**config.mk**
```make
export PLATFORM = sky130hd
export DESIGN_NAME = rad50_filename_packer_unit
export DESIGN_NICKNAME = d
export VERILOG_FILES = /design/src/rtl/r50fp_pkg.sv /design/src/rtl/rad50_filename_packer_unit.sv
export SDC_FILE = /design/constraint.sdc
export NUM_CORES = 1
export LEC_CHECK = 0
export BUFFER_PORTS_ARGS = -buffer_cell sky130_fd_sc_hd__buf_4
export CAP_MARGIN = 20
export CORE_MARGIN = 10
export CORE_UTILIZATION = 40
export CTS_CLUSTER_DIAMETER = 60
export DETAILED_ROUTE_END_ITERATION = 12
export HOLD_SLACK_MARGIN = 0.12
export SYNTH_ARGS = -nofsm -noshare
export SYNTH_HDL_FRONTEND = slang
export SYNTH_SLANG_ARGS = --single-unit
```
**constraint.sdc**
```tcl
create_clock -name clk_i -period 3.8 [get_ports clk_i]
set_input_delay 0.76 -clock clk_i [delete_from_list [all_inputs] [get_ports clk_i]]
set_output_delay 0.76 -clock clk_i [all_outputs]
set_load 0.01 [all_outputs]
```
**src/rtl/r50fp_pkg.sv**
```systemverilog
// ----------------------------------------------------------------------------
// RAD50 file-name packer package
// Shared types, character constants and the RAD50 code mapping.
// ----------------------------------------------------------------------------
`default_nettype none

package r50fp_pkg;

  // Collection phase of the current path component
  typedef enum logic [1:0] {
    PH_NAME   = 2'd0,
    PH_EXT    = 2'd1,
    PH_DONE   = 2'd2,
    PH_UNUSED = 2'd3
  } phase_e;

  localparam int unsigned NameLen = 6;
  localparam int unsigned ExtLen  = 3;

  typedef logic [5:0]  code_t;
  typedef logic [15:0] word_t;

  localparam logic [7:0] ChEnd   = 8'h00;
  localparam logic [7:0] ChSlash = 8'h2F;
  localparam logic [7:0] ChDot   = 8'h2E;
  localparam logic [7:0] ChAllOn = 8'hFF;

  localparam logic [6:0] ChSpace  = 7'h20;
  localparam logic [6:0] ChDollar = 7'h24;
  localparam logic [6:0] ChDot7   = 7'h2E;
  localparam logic [6:0] ChDig0   = 7'h30;
  localparam logic [6:0] ChDig9   = 7'h39;
  localparam logic [6:0] ChUpA    = 7'h41;
  localparam logic [6:0] ChUpZ    = 7'h5A;
  localparam logic [6:0] ChLoA    = 7'h61;
  localparam logic [6:0] ChLoZ    = 7'h7A;

  localparam code_t CodeSpace  = 6'd0;
  localparam code_t CodeAlpha  = 6'd1;
  localparam code_t CodeDollar = 6'd27;
  localparam code_t CodeDot    = 6'd28;
  localparam code_t CodeOther  = 6'd29;
  localparam code_t CodeDigit  = 6'd30;

  localparam word_t WeightA = 16'd1600;
  localparam word_t WeightB = 16'd40;

  // Map one byte to its RAD50 code; the top bit is ignored except for 0xFF
  function automatic code_t rad_code(input logic [7:0] b);
    logic [6:0] c;
    code_t      r;
    c = b[6:0];
    if (b == ChAllOn) begin
      r = CodeSpace;
    end else if (c == ChSpace) begin
      r = CodeSpace;
    end else if (c == ChDollar) begin
      r = CodeDollar;
    end else if (c == ChDot7) begin
      r = CodeDot;
    end else if (c >= ChDig0 && c <= ChDig9) begin
      r = CodeDigit + code_t'(c - ChDig0);
    end else if (c >= ChUpA && c <= ChUpZ) begin
      r = CodeAlpha + code_t'(c - ChUpA);
    end else if (c >= ChLoA && c <= ChLoZ) begin
      r = CodeAlpha + code_t'(c - ChLoA);
    end else begin
      r = CodeOther;
    end
    return r;
  endfunction

  // Pack three codes into one word: 1600*a + 40*b + c (max 63999)
  function automatic word_t pack3(input code_t a, input code_t b, input code_t c);
    return word_t'(word_t'(a) * WeightA) + word_t'(word_t'(b) * WeightB) + word_t'(c);
  endfunction

endpackage

`default_nettype wire

```
**src/rtl/rad50_filename_packer_unit.sv**
```systemverilog
// ----------------------------------------------------------------------------
// RAD50 file-name packer
// Packs the last component of a byte-serial path into three RAD50 words.
// ----------------------------------------------------------------------------
// Usage:
//   Input channel (in_valid_i / in_stall_o / name_byte_i) carries one path
//   byte per beat. A slash drops everything kept so far; a zero byte ends
//   the name and produces one result beat. Other bytes produce nothing.
//   Output channel (out_valid_o / out_stall_i) carries name_word_first_o,
//   name_word_second_o and ext_word_o.
//   Throughput: one byte per cycle while the input is not stalled. The
//   per-byte state update (RAD50 lookup plus counter step) and the word
//   packing are both combinational. The result appears in the output
//   register in the cycle after the zero byte is accepted.
//   Stall: the result register holds while out_stall_i is high; the input
//   stalls only while that full register is itself stalled.
//   Reset: rst_ni clears phase, counters, kept codes and the output valid.
// ----------------------------------------------------------------------------
`default_nettype none

module rad50_filename_packer_unit (
  input  wire logic        clk_i,
  input  wire logic        rst_ni,
  input  wire logic        in_valid_i,
  output logic             in_stall_o,
  input  wire logic [7:0]  name_byte_i,
  output logic             out_valid_o,
  input  wire logic        out_stall_i,
  output logic [15:0]      name_word_first_o,
  output logic [15:0]      name_word_second_o,
  output logic [15:0]      ext_word_o
);

  // Name and extension lengths are fixed by the three-word result format
  localparam int unsigned NameLen = r50fp_pkg::NameLen;
  localparam int unsigned ExtLen  = r50fp_pkg::ExtLen;

  localparam int unsigned NcW = $clog2(NameLen + 1);
  localparam int unsigned EcW = $clog2(ExtLen + 1);
  localparam int unsigned NiW = (NameLen > 1) ? $clog2(NameLen) : 1;
  localparam int unsigned EiW = (ExtLen > 1) ? $clog2(ExtLen) : 1;

  // Collection state
  r50fp_pkg::phase_e phase_q, phase_d;
  logic [NcW-1:0]    name_cnt_q, name_cnt_d;
  logic [EcW-1:0]    ext_cnt_q, ext_cnt_d;
  r50fp_pkg::code_t  name_codes_q [NameLen];
  r50fp_pkg::code_t  name_codes_d [NameLen];
  r50fp_pkg::code_t  ext_codes_q  [ExtLen];
  r50fp_pkg::code_t  ext_codes_d  [ExtLen];

  // Result register
  logic              out_valid_q, out_valid_d;
  r50fp_pkg::word_t  word_first_q, word_second_q, word_ext_q;

  logic              in_acc;
  logic              is_end, is_slash, is_dot;
  r50fp_pkg::code_t  code;

  // Stall the input only while a finished result is held back downstream
  assign in_stall_o = out_valid_q & out_stall_i;
  assign in_acc     = in_valid_i & ~in_stall_o;

  assign is_end   = (name_byte_i == r50fp_pkg::ChEnd);
  assign is_slash = (name_byte_i == r50fp_pkg::ChSlash);
  assign is_dot   = (name_byte_i == r50fp_pkg::ChDot);
  assign code     = r50fp_pkg::rad_code(name_byte_i);

  // Next collection state
  always_comb begin
    phase_d     = phase_q;
    name_cnt_d  = name_cnt_q;
    ext_cnt_d   = ext_cnt_q;
    name_codes_d = name_codes_q;
    ext_codes_d  = ext_codes_q;

    if (in_acc) begin
      if (is_end || is_slash) begin
        // Drop everything kept for this component
        phase_d    = r50fp_pkg::PH_NAME;
        name_cnt_d = '0;
        ext_cnt_d  = '0;
        for (int i = 0; i < NameLen; i++) name_codes_d[i] = '0;
        for (int i = 0; i < ExtLen; i++)  ext_codes_d[i]  = '0;
      end else begin
        unique case (phase_q)
          r50fp_pkg::PH_NAME: begin
            priority if (name_cnt_q == '0) begin
              // First name byte is kept even when it is a dot
              name_codes_d[0] = code;
              name_cnt_d      = NcW'(1);
            end else if (is_dot) begin
              phase_d = r50fp_pkg::PH_EXT;
            end else if (name_cnt_q < NcW'(NameLen)) begin
              name_codes_d[name_cnt_q[NiW-1:0]] = code;
              name_cnt_d = name_cnt_q + NcW'(1);
            end else begin
              // Name full: this byte opens the extension
              ext_codes_d[0] = code;
              ext_cnt_d      = EcW'(1);
              phase_d = (ExtLen <= 1) ? r50fp_pkg::PH_DONE : r50fp_pkg::PH_EXT;
            end
          end
          r50fp_pkg::PH_EXT: begin
            priority if (ext_cnt_q != '0 && is_dot) begin
              phase_d = r50fp_pkg::PH_DONE;
            end else if (ext_cnt_q < EcW'(ExtLen)) begin
              ext_codes_d[ext_cnt_q[EiW-1:0]] = code;
              ext_cnt_d = ext_cnt_q + EcW'(1);
              if (ext_cnt_q + EcW'(1) >= EcW'(ExtLen)) phase_d = r50fp_pkg::PH_DONE;
            end else begin
              phase_d = r50fp_pkg::PH_DONE;
            end
          end
          default: begin
            // Finished extension (and the unused code): ignore the byte
          end
        endcase
      end
    end
  end

  always_ff @(posedge clk_i or negedge rst_ni) begin
    if (!rst_ni) begin
      phase_q    <= r50fp_pkg::PH_NAME;
      name_cnt_q <= '0;
      ext_cnt_q  <= '0;
      for (int i = 0; i < NameLen; i++) name_codes_q[i] <= '0;
      for (int i = 0; i < ExtLen; i++)  ext_codes_q[i]  <= '0;
    end else begin
      phase_q      <= phase_d;
      name_cnt_q   <= name_cnt_d;
      ext_cnt_q    <= ext_cnt_d;
      name_codes_q <= name_codes_d;
      ext_codes_q  <= ext_codes_d;
    end
  end

  // Result register: load on an end byte, hold while stalled
  assign out_valid_d = (in_acc & is_end) | (out_valid_q & out_stall_i);

  always_ff @(posedge clk_i or negedge rst_ni) begin
    if (!rst_ni) begin
      out_valid_q <= 1'b0;
    end else begin
      out_valid_q <= out_valid_d;
    end
  end

  always_ff @(posedge clk_i) begin
    if (in_acc && is_end) begin
      word_first_q  <= r50fp_pkg::pack3(name_codes_q[0], name_codes_q[1], name_codes_q[2]);
      word_second_q <= r50fp_pkg::pack3(name_codes_q[3], name_codes_q[4], name_codes_q[5]);
      word_ext_q    <= r50fp_pkg::pack3(ext_codes_q[0], ext_codes_q[1], ext_codes_q[2]);
    end
  end

  assign out_valid_o        = out_valid_q;
  assign name_word_first_o  = word_first_q;
  assign name_word_second_o = word_second_q;
  assign ext_word_o         = word_ext_q;

  // Counters never pass their limits
  a_cnt_bound: assert property (@(posedge clk_i) disable iff (!rst_ni)
    name_cnt_q <= NcW'(NameLen) && ext_cnt_q <= EcW'(ExtLen))
    else $error("kept-character count out of range");

  // An accepted end byte always yields a result beat next cycle
  a_end_result: assert property (@(posedge clk_i) disable iff (!rst_ni)
    in_acc && is_end |=> out_valid_q)
    else $error("end byte produced no result");

  // End or slash leaves a clean name phase
  a_clear: assert property (@(posedge clk_i) disable iff (!rst_ni)
    in_acc && (is_end || is_slash) |=>
      phase_q == r50fp_pkg::PH_NAME && name_cnt_q == '0 && ext_cnt_q == '0)
    else $error("state not cleared after end or slash");

  // Extension characters only exist once the name phase is left
  a_ext_phase: assert property (@(posedge clk_i) disable iff (!rst_ni)
    ext_cnt_q != '0 |-> phase_q != r50fp_pkg::PH_NAME)
    else $error("extension kept while still collecting name");

  // A held result is not overwritten
  a_hold: assert property (@(posedge clk_i) disable iff (!rst_ni)
    out_valid_q && out_stall_i |=> out_valid_q && $stable(word_first_q)
      && $stable(word_second_q) && $stable(word_ext_q))
    else $error("stalled result changed");

endmodule

`default_nettype wire

```
==> results_dict.tcl, run 1 <==
set metrics [dict create \
    antenna_found_initial 0 \
    status "complete, no violations" \
    postRouteWirelength_um 15500 \
    clock-sinks 110 \
    dieArea_um2 24600 \
    use_met3_pct 2.99 \
    rsz0062_at_grt "no" \
    synth_top_area_share_pct 20.7 \
    critical_path.slowest_cell "fa_1" \
    synth_common_cells "ha_1, dfrtp_1, inv_1" \
    power.leakage_uw 0.00409 \
    yosys-top-cells-area "dfrtp_1, ha_1, edfxtp_1" \
    whs_ps 465 \
    finalSetupViolCount 0 \
    met2_usage_pct 21.6 \
    arrival_ps 3300 \
    maxCapViolCount 0 \
    firstDrtPassIters 5 \
    grt_pass1_wl_um 26200 \
    intPower_uw 3680 \
    gp_congestion 0.846 \
    grt_pass1_vias 5382 \
    ir_worst_vdd_v 0.000363 \
    netlist_instances 675 \
    antenna_cells 0 \
    ys.flop_type "dfrtp_1" \
    worstMarginPinSlew_ps 776 \
    setup_tns_ps 0 \
    critPathTopFamily "adder cells" \
    ys_types 61 \
    hold_path.class "flop to flop" \
    avgSynthCellArea_um2 11.1 \
    clkPwrFrac_pct 17.4 \
    finalNetCount 879 \
    fin_crit_ps 3200 \
    cts_hold_buf 0 \
    postCtsResizedCells 0 \
    grt_overflow 0 \
    worstPathCellList "ha_1, ha_1, ha_1, inv_1, fa_1, inv_1, ha_1, o41ai_1, nor3_1, xnor2_1" \
    num_io_pins 62 \
    yosys_warnings 0 \
    yosysMostFrequentCell "ha_1" \
    grt_max_degree 63 \
    powerDensity_nw_per_um2 702 \
    cp_max_fo 4 \
    finalPower_uw 5980 \
    cts_tree "built" \
    grt_usage_pct 13.1 \
    synthArstFlopShare_pct 56.4 \
    dp_hpwl_um 11600 \
    portBuffers 61 \
    clock_skew_ps 10.3 \
    switching_share_pct 38.5 \
    cts_setup_buffers 0 \
    final.period_utilization_pct 84.1 \
    drt_iter0_drc 280 \
    grt-busiest-layer "met2" \
    ys_ff_latch 110 \
    crit_type "flop to flop" \
    ant_nets 0 \
    die_y_um 157 \
    power.switching_uw 2300 \
    startpoint_type "flop" \
    cp-end-kind "flop" \
    cts-root-buf "clkbuf_16" \
    area_growth_pct 13.8 \
    coreArea_um2 18200 \
    slew_viol_final 0 \
    seq_power_share_pct 31.2 \
    synth-edff-count 48 \
    path_buf_inv 2 \
    cts_made_buffers 9 \
    drive_gt1_share_pct 13.1 \
    clk_pin_slew_worst_paths_ps 70 \
    worstPathRequired_ps 3910 \
    post-synth-top-area-cell "dfrtp_1" \
    use_met1_pct 16.2 \
    htree_levels 3 \
    syn-num-nets 816 \
    finalHoldViolations 0 \
    viasPerCell 5.39 \
    wl_per_cell_um 16.0 \
    cts_max_path_buffers 2 \
    p_comb_share_pct 51.4 \
    fmax_mhz 313 \
    initial_utilization_pct 41.1 \
    cpMostUsedCell "ha_1" \
    netlist_area_um2 7480 \
    clk_latency_ps 360 \
    die_w_um 157 \
    drcViolationCount 0 \
    via_count 5238 \
    ys_seq_area_share_pct 40.0 \
    crit_path_max_incr_delay_ps 540 \
    rows 49 \
    slew_headroom_pct 48.3 \
]
-- per-stage QoR --
step	std cells	utilization [%]	setup WS [ps]	area (um2)
2_1_floorplan	675	-	774	7480
3_3_place_gp	956	45.0	672	8200
3_5_place_dp	956	45.0	623	8200
4_1_cts	972	46.8	614	8520
5_1_grt	972	46.8	437	8520
6_report	972	46.8	605	8520
-- flip-flops by register name, summed over array words and instances (netlist names) --
signal and count:
name_codes_q 36, ext_codes_q 18, ext_word_o 16, name_word_first_o 16, name_word_second_o 16, name_cnt_q 3
ext_cnt_q 2, phase_q 2, out_valid_o 1
-- cells in the final DEF, fill, tap and decap left out, types with 5 or more instances in the layout --
| cell | netlist | routed |
|---|---|---|
| buf_4 | 0 | 64 |
| nor2b_1 | 8 | 8 |
| a21o_1 | 15 | 15 |
| o31a_1 | 5 | 5 |
| nand2_1 | 23 | 23 |
| a211oi_1 | 7 | 7 |
| ha_1 | 120 | 120 |
| nand2b_1 | 7 | 7 |
| dfrtp_1 | 62 | 62 |
| fa_1 | 9 | 9 |
| nor2_1 | 42 | 41 |
| edfxtp_1 | 48 | 48 |
| nand4_1 | 7 | 7 |
| xor2_1 | 6 | 6 |
| o21ai_0 | 21 | 21 |
| clkbuf_16 | 0 | 9 |
| xnor2_1 | 45 | 45 |
| a22o_1 | 52 | 52 |
| a21oi_1 | 38 | 38 |
| inv_1 | 55 | 55 |
| nand3_1 | 8 | 8 |
| nor3_1 | 9 | 9 |
| o21a_1 | 19 | 19 |
-- layout make-up --
class / count / area, um2
Clock inverter: 7 / 96.3
Clock buffer: 9 / 225
Sequential cell: 110 / 2990
Multi-Input combinational cell: 497 / 4210
Timing Repair Buffer: 65 / 500
Fill cell: 1673 / 9690
Tap cell: 229 / 287
Inverter: 55 / 206
-- power groups by stage --
stage / registers [uW] / clock network [uW] / logic, uW
2_1_floorplan: 1800 / 0 / 2540
3_3_place_gp: 1880 / 0 / 2980
3_5_place_dp: 1890 / 0 / 3050
4_1_cts: 1870 / 1070 / 3100
5_1_grt: 1900 / 1100 / 3550
6_report: 1870 / 1040 / 3070
-- final timing paths --
| path | end | cells after the start | slack [ps] | from |
|---|---|---|---|---|
| setup / recovery | name_word_second_o[15] | 10 | 600 | name_codes_q[13] |
| hold reg to reg | name_word_first_o[1] | 0 | 460 | name_codes_q[19] |
| min in group asynchronous | name_codes_q[2] | 1 | 480 | rst_ni |
| max in group asynchronous | ext_codes_q[16] | 1 | 2800 | rst_ni |
| hold / removal | name_word_first_o[1] | 0 | 460 | name_codes_q[19] |
| setup reg to reg | name_word_second_o[15] | 10 | 600 | name_codes_q[13] |
-- kinds of logic (layout without fill, tap and decap cells) --
group           count (synthesis)  in the layout  share of synthesized area (%)
mux                             1              1                          0.134
fa+ha+maj                     129            129                           22.5
xor+xnor                       51             51                           5.97
compound gates                191            191                           19.1
buf+inv                        68            136                           3.85
simple gates                  125            125                           8.49
flops                         110            110                           40.0
-- per-layer routing --
layer  share of wire [%]  vias to the layer above
met5                   0                        -
met4                 1.6                        0
met3                 5.1                       18
met2                  48                       91
met1                  46                     2504
li1                    -                     2625
(Power assumes the default switching activity.)
==> run 2: changes to the inputs <==
- ABC_AREA: default -> 1
- clock period: 3.8 -> 2.73 ns (I/O delays scaled with it)
==> results_dict.tcl, run 2 <==
set metrics [dict create \
    post-synth-top-area-cell "dfrtp_1" \
    cts_max_path_buffers 2 \
    yosys_warnings 0 \
    cts_tree "built" \
    grt_overflow 0 \
    crit_start "name_codes_q[13]" \
    dp_hpwl_um 12800 \
    area_growth_pct 33.5 \
    postLayoutCoreUtil_pct 54.9 \
    htree_levels 3 \
    critical_path.slowest_cell "fa_1" \
    synthArstFlopShare_pct 56.4 \
    seq_area_um2 3000 \
    ys_ff_latch 110 \
    synth_common_cells "nand2_1, ha_1, inv_1" \
    timing.rr.start "name_codes_q[13]" \
    syn-num-nets 1000 \
    die_y_um 159 \
    ant_nets 0 \
    crit_path_max_incr_delay_ps 480 \
    clk_latency_ps 360 \
    cts_made_buffers 9 \
    initial_utilization_pct 41.2 \
    cp_max_fo 3 \
    finalSetupViolCount 15 \
    final_common_cell "nand2_1" \
    ys_seq_area_share_pct 38.5 \
    dieArea_um2 25400 \
    grt_pass1_wl_um 28500 \
    startpoint_type "flop" \
    viasPerCell 4.85 \
    yosysMostFrequentCell "nand2_1" \
    clock-sinks 110 \
    avgSynthCellArea_um2 9.05 \
    grt_max_degree 63 \
    n_fill_cell 1712 \
    slew_headroom_pct 47.9 \
    netlist_instances 859 \
    wl_per_cell_um 13.5 \
    finalNetCount 1176 \
    firstDrtPassIters 4 \
    ys_types 36 \
    final_cell_mix "nand2_1, buf_4, inv_1" \
    multi_input_area_um2 5100 \
    ys.flop_type "dfrtp_1" \
    largest_reg_flops 36 \
    arrival_ps 3070 \
    via_count 6311 \
    cp-end-kind "flop" \
    critPathTopFamily "adder cells" \
    drive_gt1_share_pct 31.9 \
    clk_pin_slew_worst_paths_ps 70 \
    drcViolationCount 0 \
    final.period_utilization_pct 109 \
    grt_pass1_vias 5946 \
    synth-edff-count 48 \
    antenna_found_initial 0 \
    cts-root-buf "clkbuf_16" \
    die_w_um 159 \
    setup_tns_ps -1570 \
    slew_viol_final 0 \
    antenna_cells 0 \
    postRouteWirelength_um 17600 \
    setup_slack_ps -239 \
    maxCapViolCount 0 \
    top_regs "name_codes_q: 36 flops, ext_codes_q: 18 flops" \
    largest-register "name_codes_q" \
    rows 50 \
    hold_path.class "input port to asynchronous set/reset pin" \
    grt_usage_pct 13.4 \
    path_buf_inv 3 \
    worstPathRequired_ps 2830 \
    worstMarginPinSlew_ps 782 \
    fin_crit_ps 2970 \
    yosys-top-cells-area "dfrtp_1, ha_1, edfxtp_1" \
    finalHoldViolations 0 \
    cts_hold_buf 0 \
    drt_iter0_drc 245 \
    portBuffers 61 \
    clock_skew_ps 9.01 \
    worstPathCellList "ha_4, ha_4, ha_4, inv_2, fa_1, inv_2, ha_4, inv_4, nor3_4, nand3_2, nand3_2, nand3_2, xor2_1" \
    rsz0062_at_grt "yes" \
    gp_congestion 0.822 \
    status "finished, violations left" \
    coreArea_um2 18900 \
    cpMostUsedCell "ha_4" \
    crit_type "flop to flop" \
    synth_top_area_share_pct 20.0 \
    netlist_area_um2 7770 \
    fmax_mhz 337 \
    num_io_pins 62 \
    violations "negative setup slack" \
]
[run 2: worst reg2reg max path: stages, from the launching register on]
cell and delay, ps:
dfrtp_2 450, ha_4 290, ha_4 190, ha_4 270
inv_2 30, fa_1 480, inv_2 50, ha_4 270
inv_4 50, nor3_4 200, nand3_2 120, nand3_2 110
nand3_2 70, xor2_1 140
[run 2: final timing paths]
path | to | slack (ps) | cells after the start
max reg2reg | name_word_second_o[14] | -240 | 13
min reg2reg | name_word_first_o[2] | 460 | 0
max | name_word_second_o[14] | -240 | 13
min | name_codes_q[19] | 260 | 1
max in group asynchronous | name_codes_q[13] | 1900 | 1
min in group clk_i | name_word_first_o[2] | 460 | 0
[run 2: area by class of cell]
type                       count  share of cell area [%]
timing repair buffer         167                    12.3
inverter                     107                    3.92
clock buffer                  11                    2.34
tap                          260                    3.13
sequential                   110                    28.9
clock inverter                 5                   0.338
multi-input combinational    640                    49.1
[run 2: repair_timing]
item                       4_1_cts  5_1_grt
setup buffers                    8       10
pin swaps                       27       55
setup endpoints to repair       18       24
gates resized for setup         42       78
[run 2: cells by family after synthesis]
logic type	Yosys count	synth area share (%)
AND/OR/NAND/NOR	330	19.4
buffers and inverters	109	5.49
XOR/XNOR	58	6.53
adder cells (fa/ha/maj)	129	21.6
AO/OA/AOI/OAI	123	8.42
flip-flops	110	38.5
[run 2: through the flow]
step                instances  setup WS [ps]  cell area (um2)  hold slack [ps]
global route             1300           -331            10400              311
CTS                      1294           -217             9910              284
finish                   1300           -239            10400              258
detailed placement       1270           -251             9320              441
global placement         1270           -181             9320              439
floorplan                 859           -171             7870              250
[run 2: routing by layer]
layer  share of wire, %  GRT usage (%)  vias up
li1                   -              -     3251
met1                 48           17.4     2967
met2                 48           21.8       77
met3                3.1           2.32       16
met4                1.6           4.72        0
met5                  0              0        -
Power of run 2 is not shown: default switching activity piles up to over one toggle a cycle in this logic, so the estimate is an artifact.
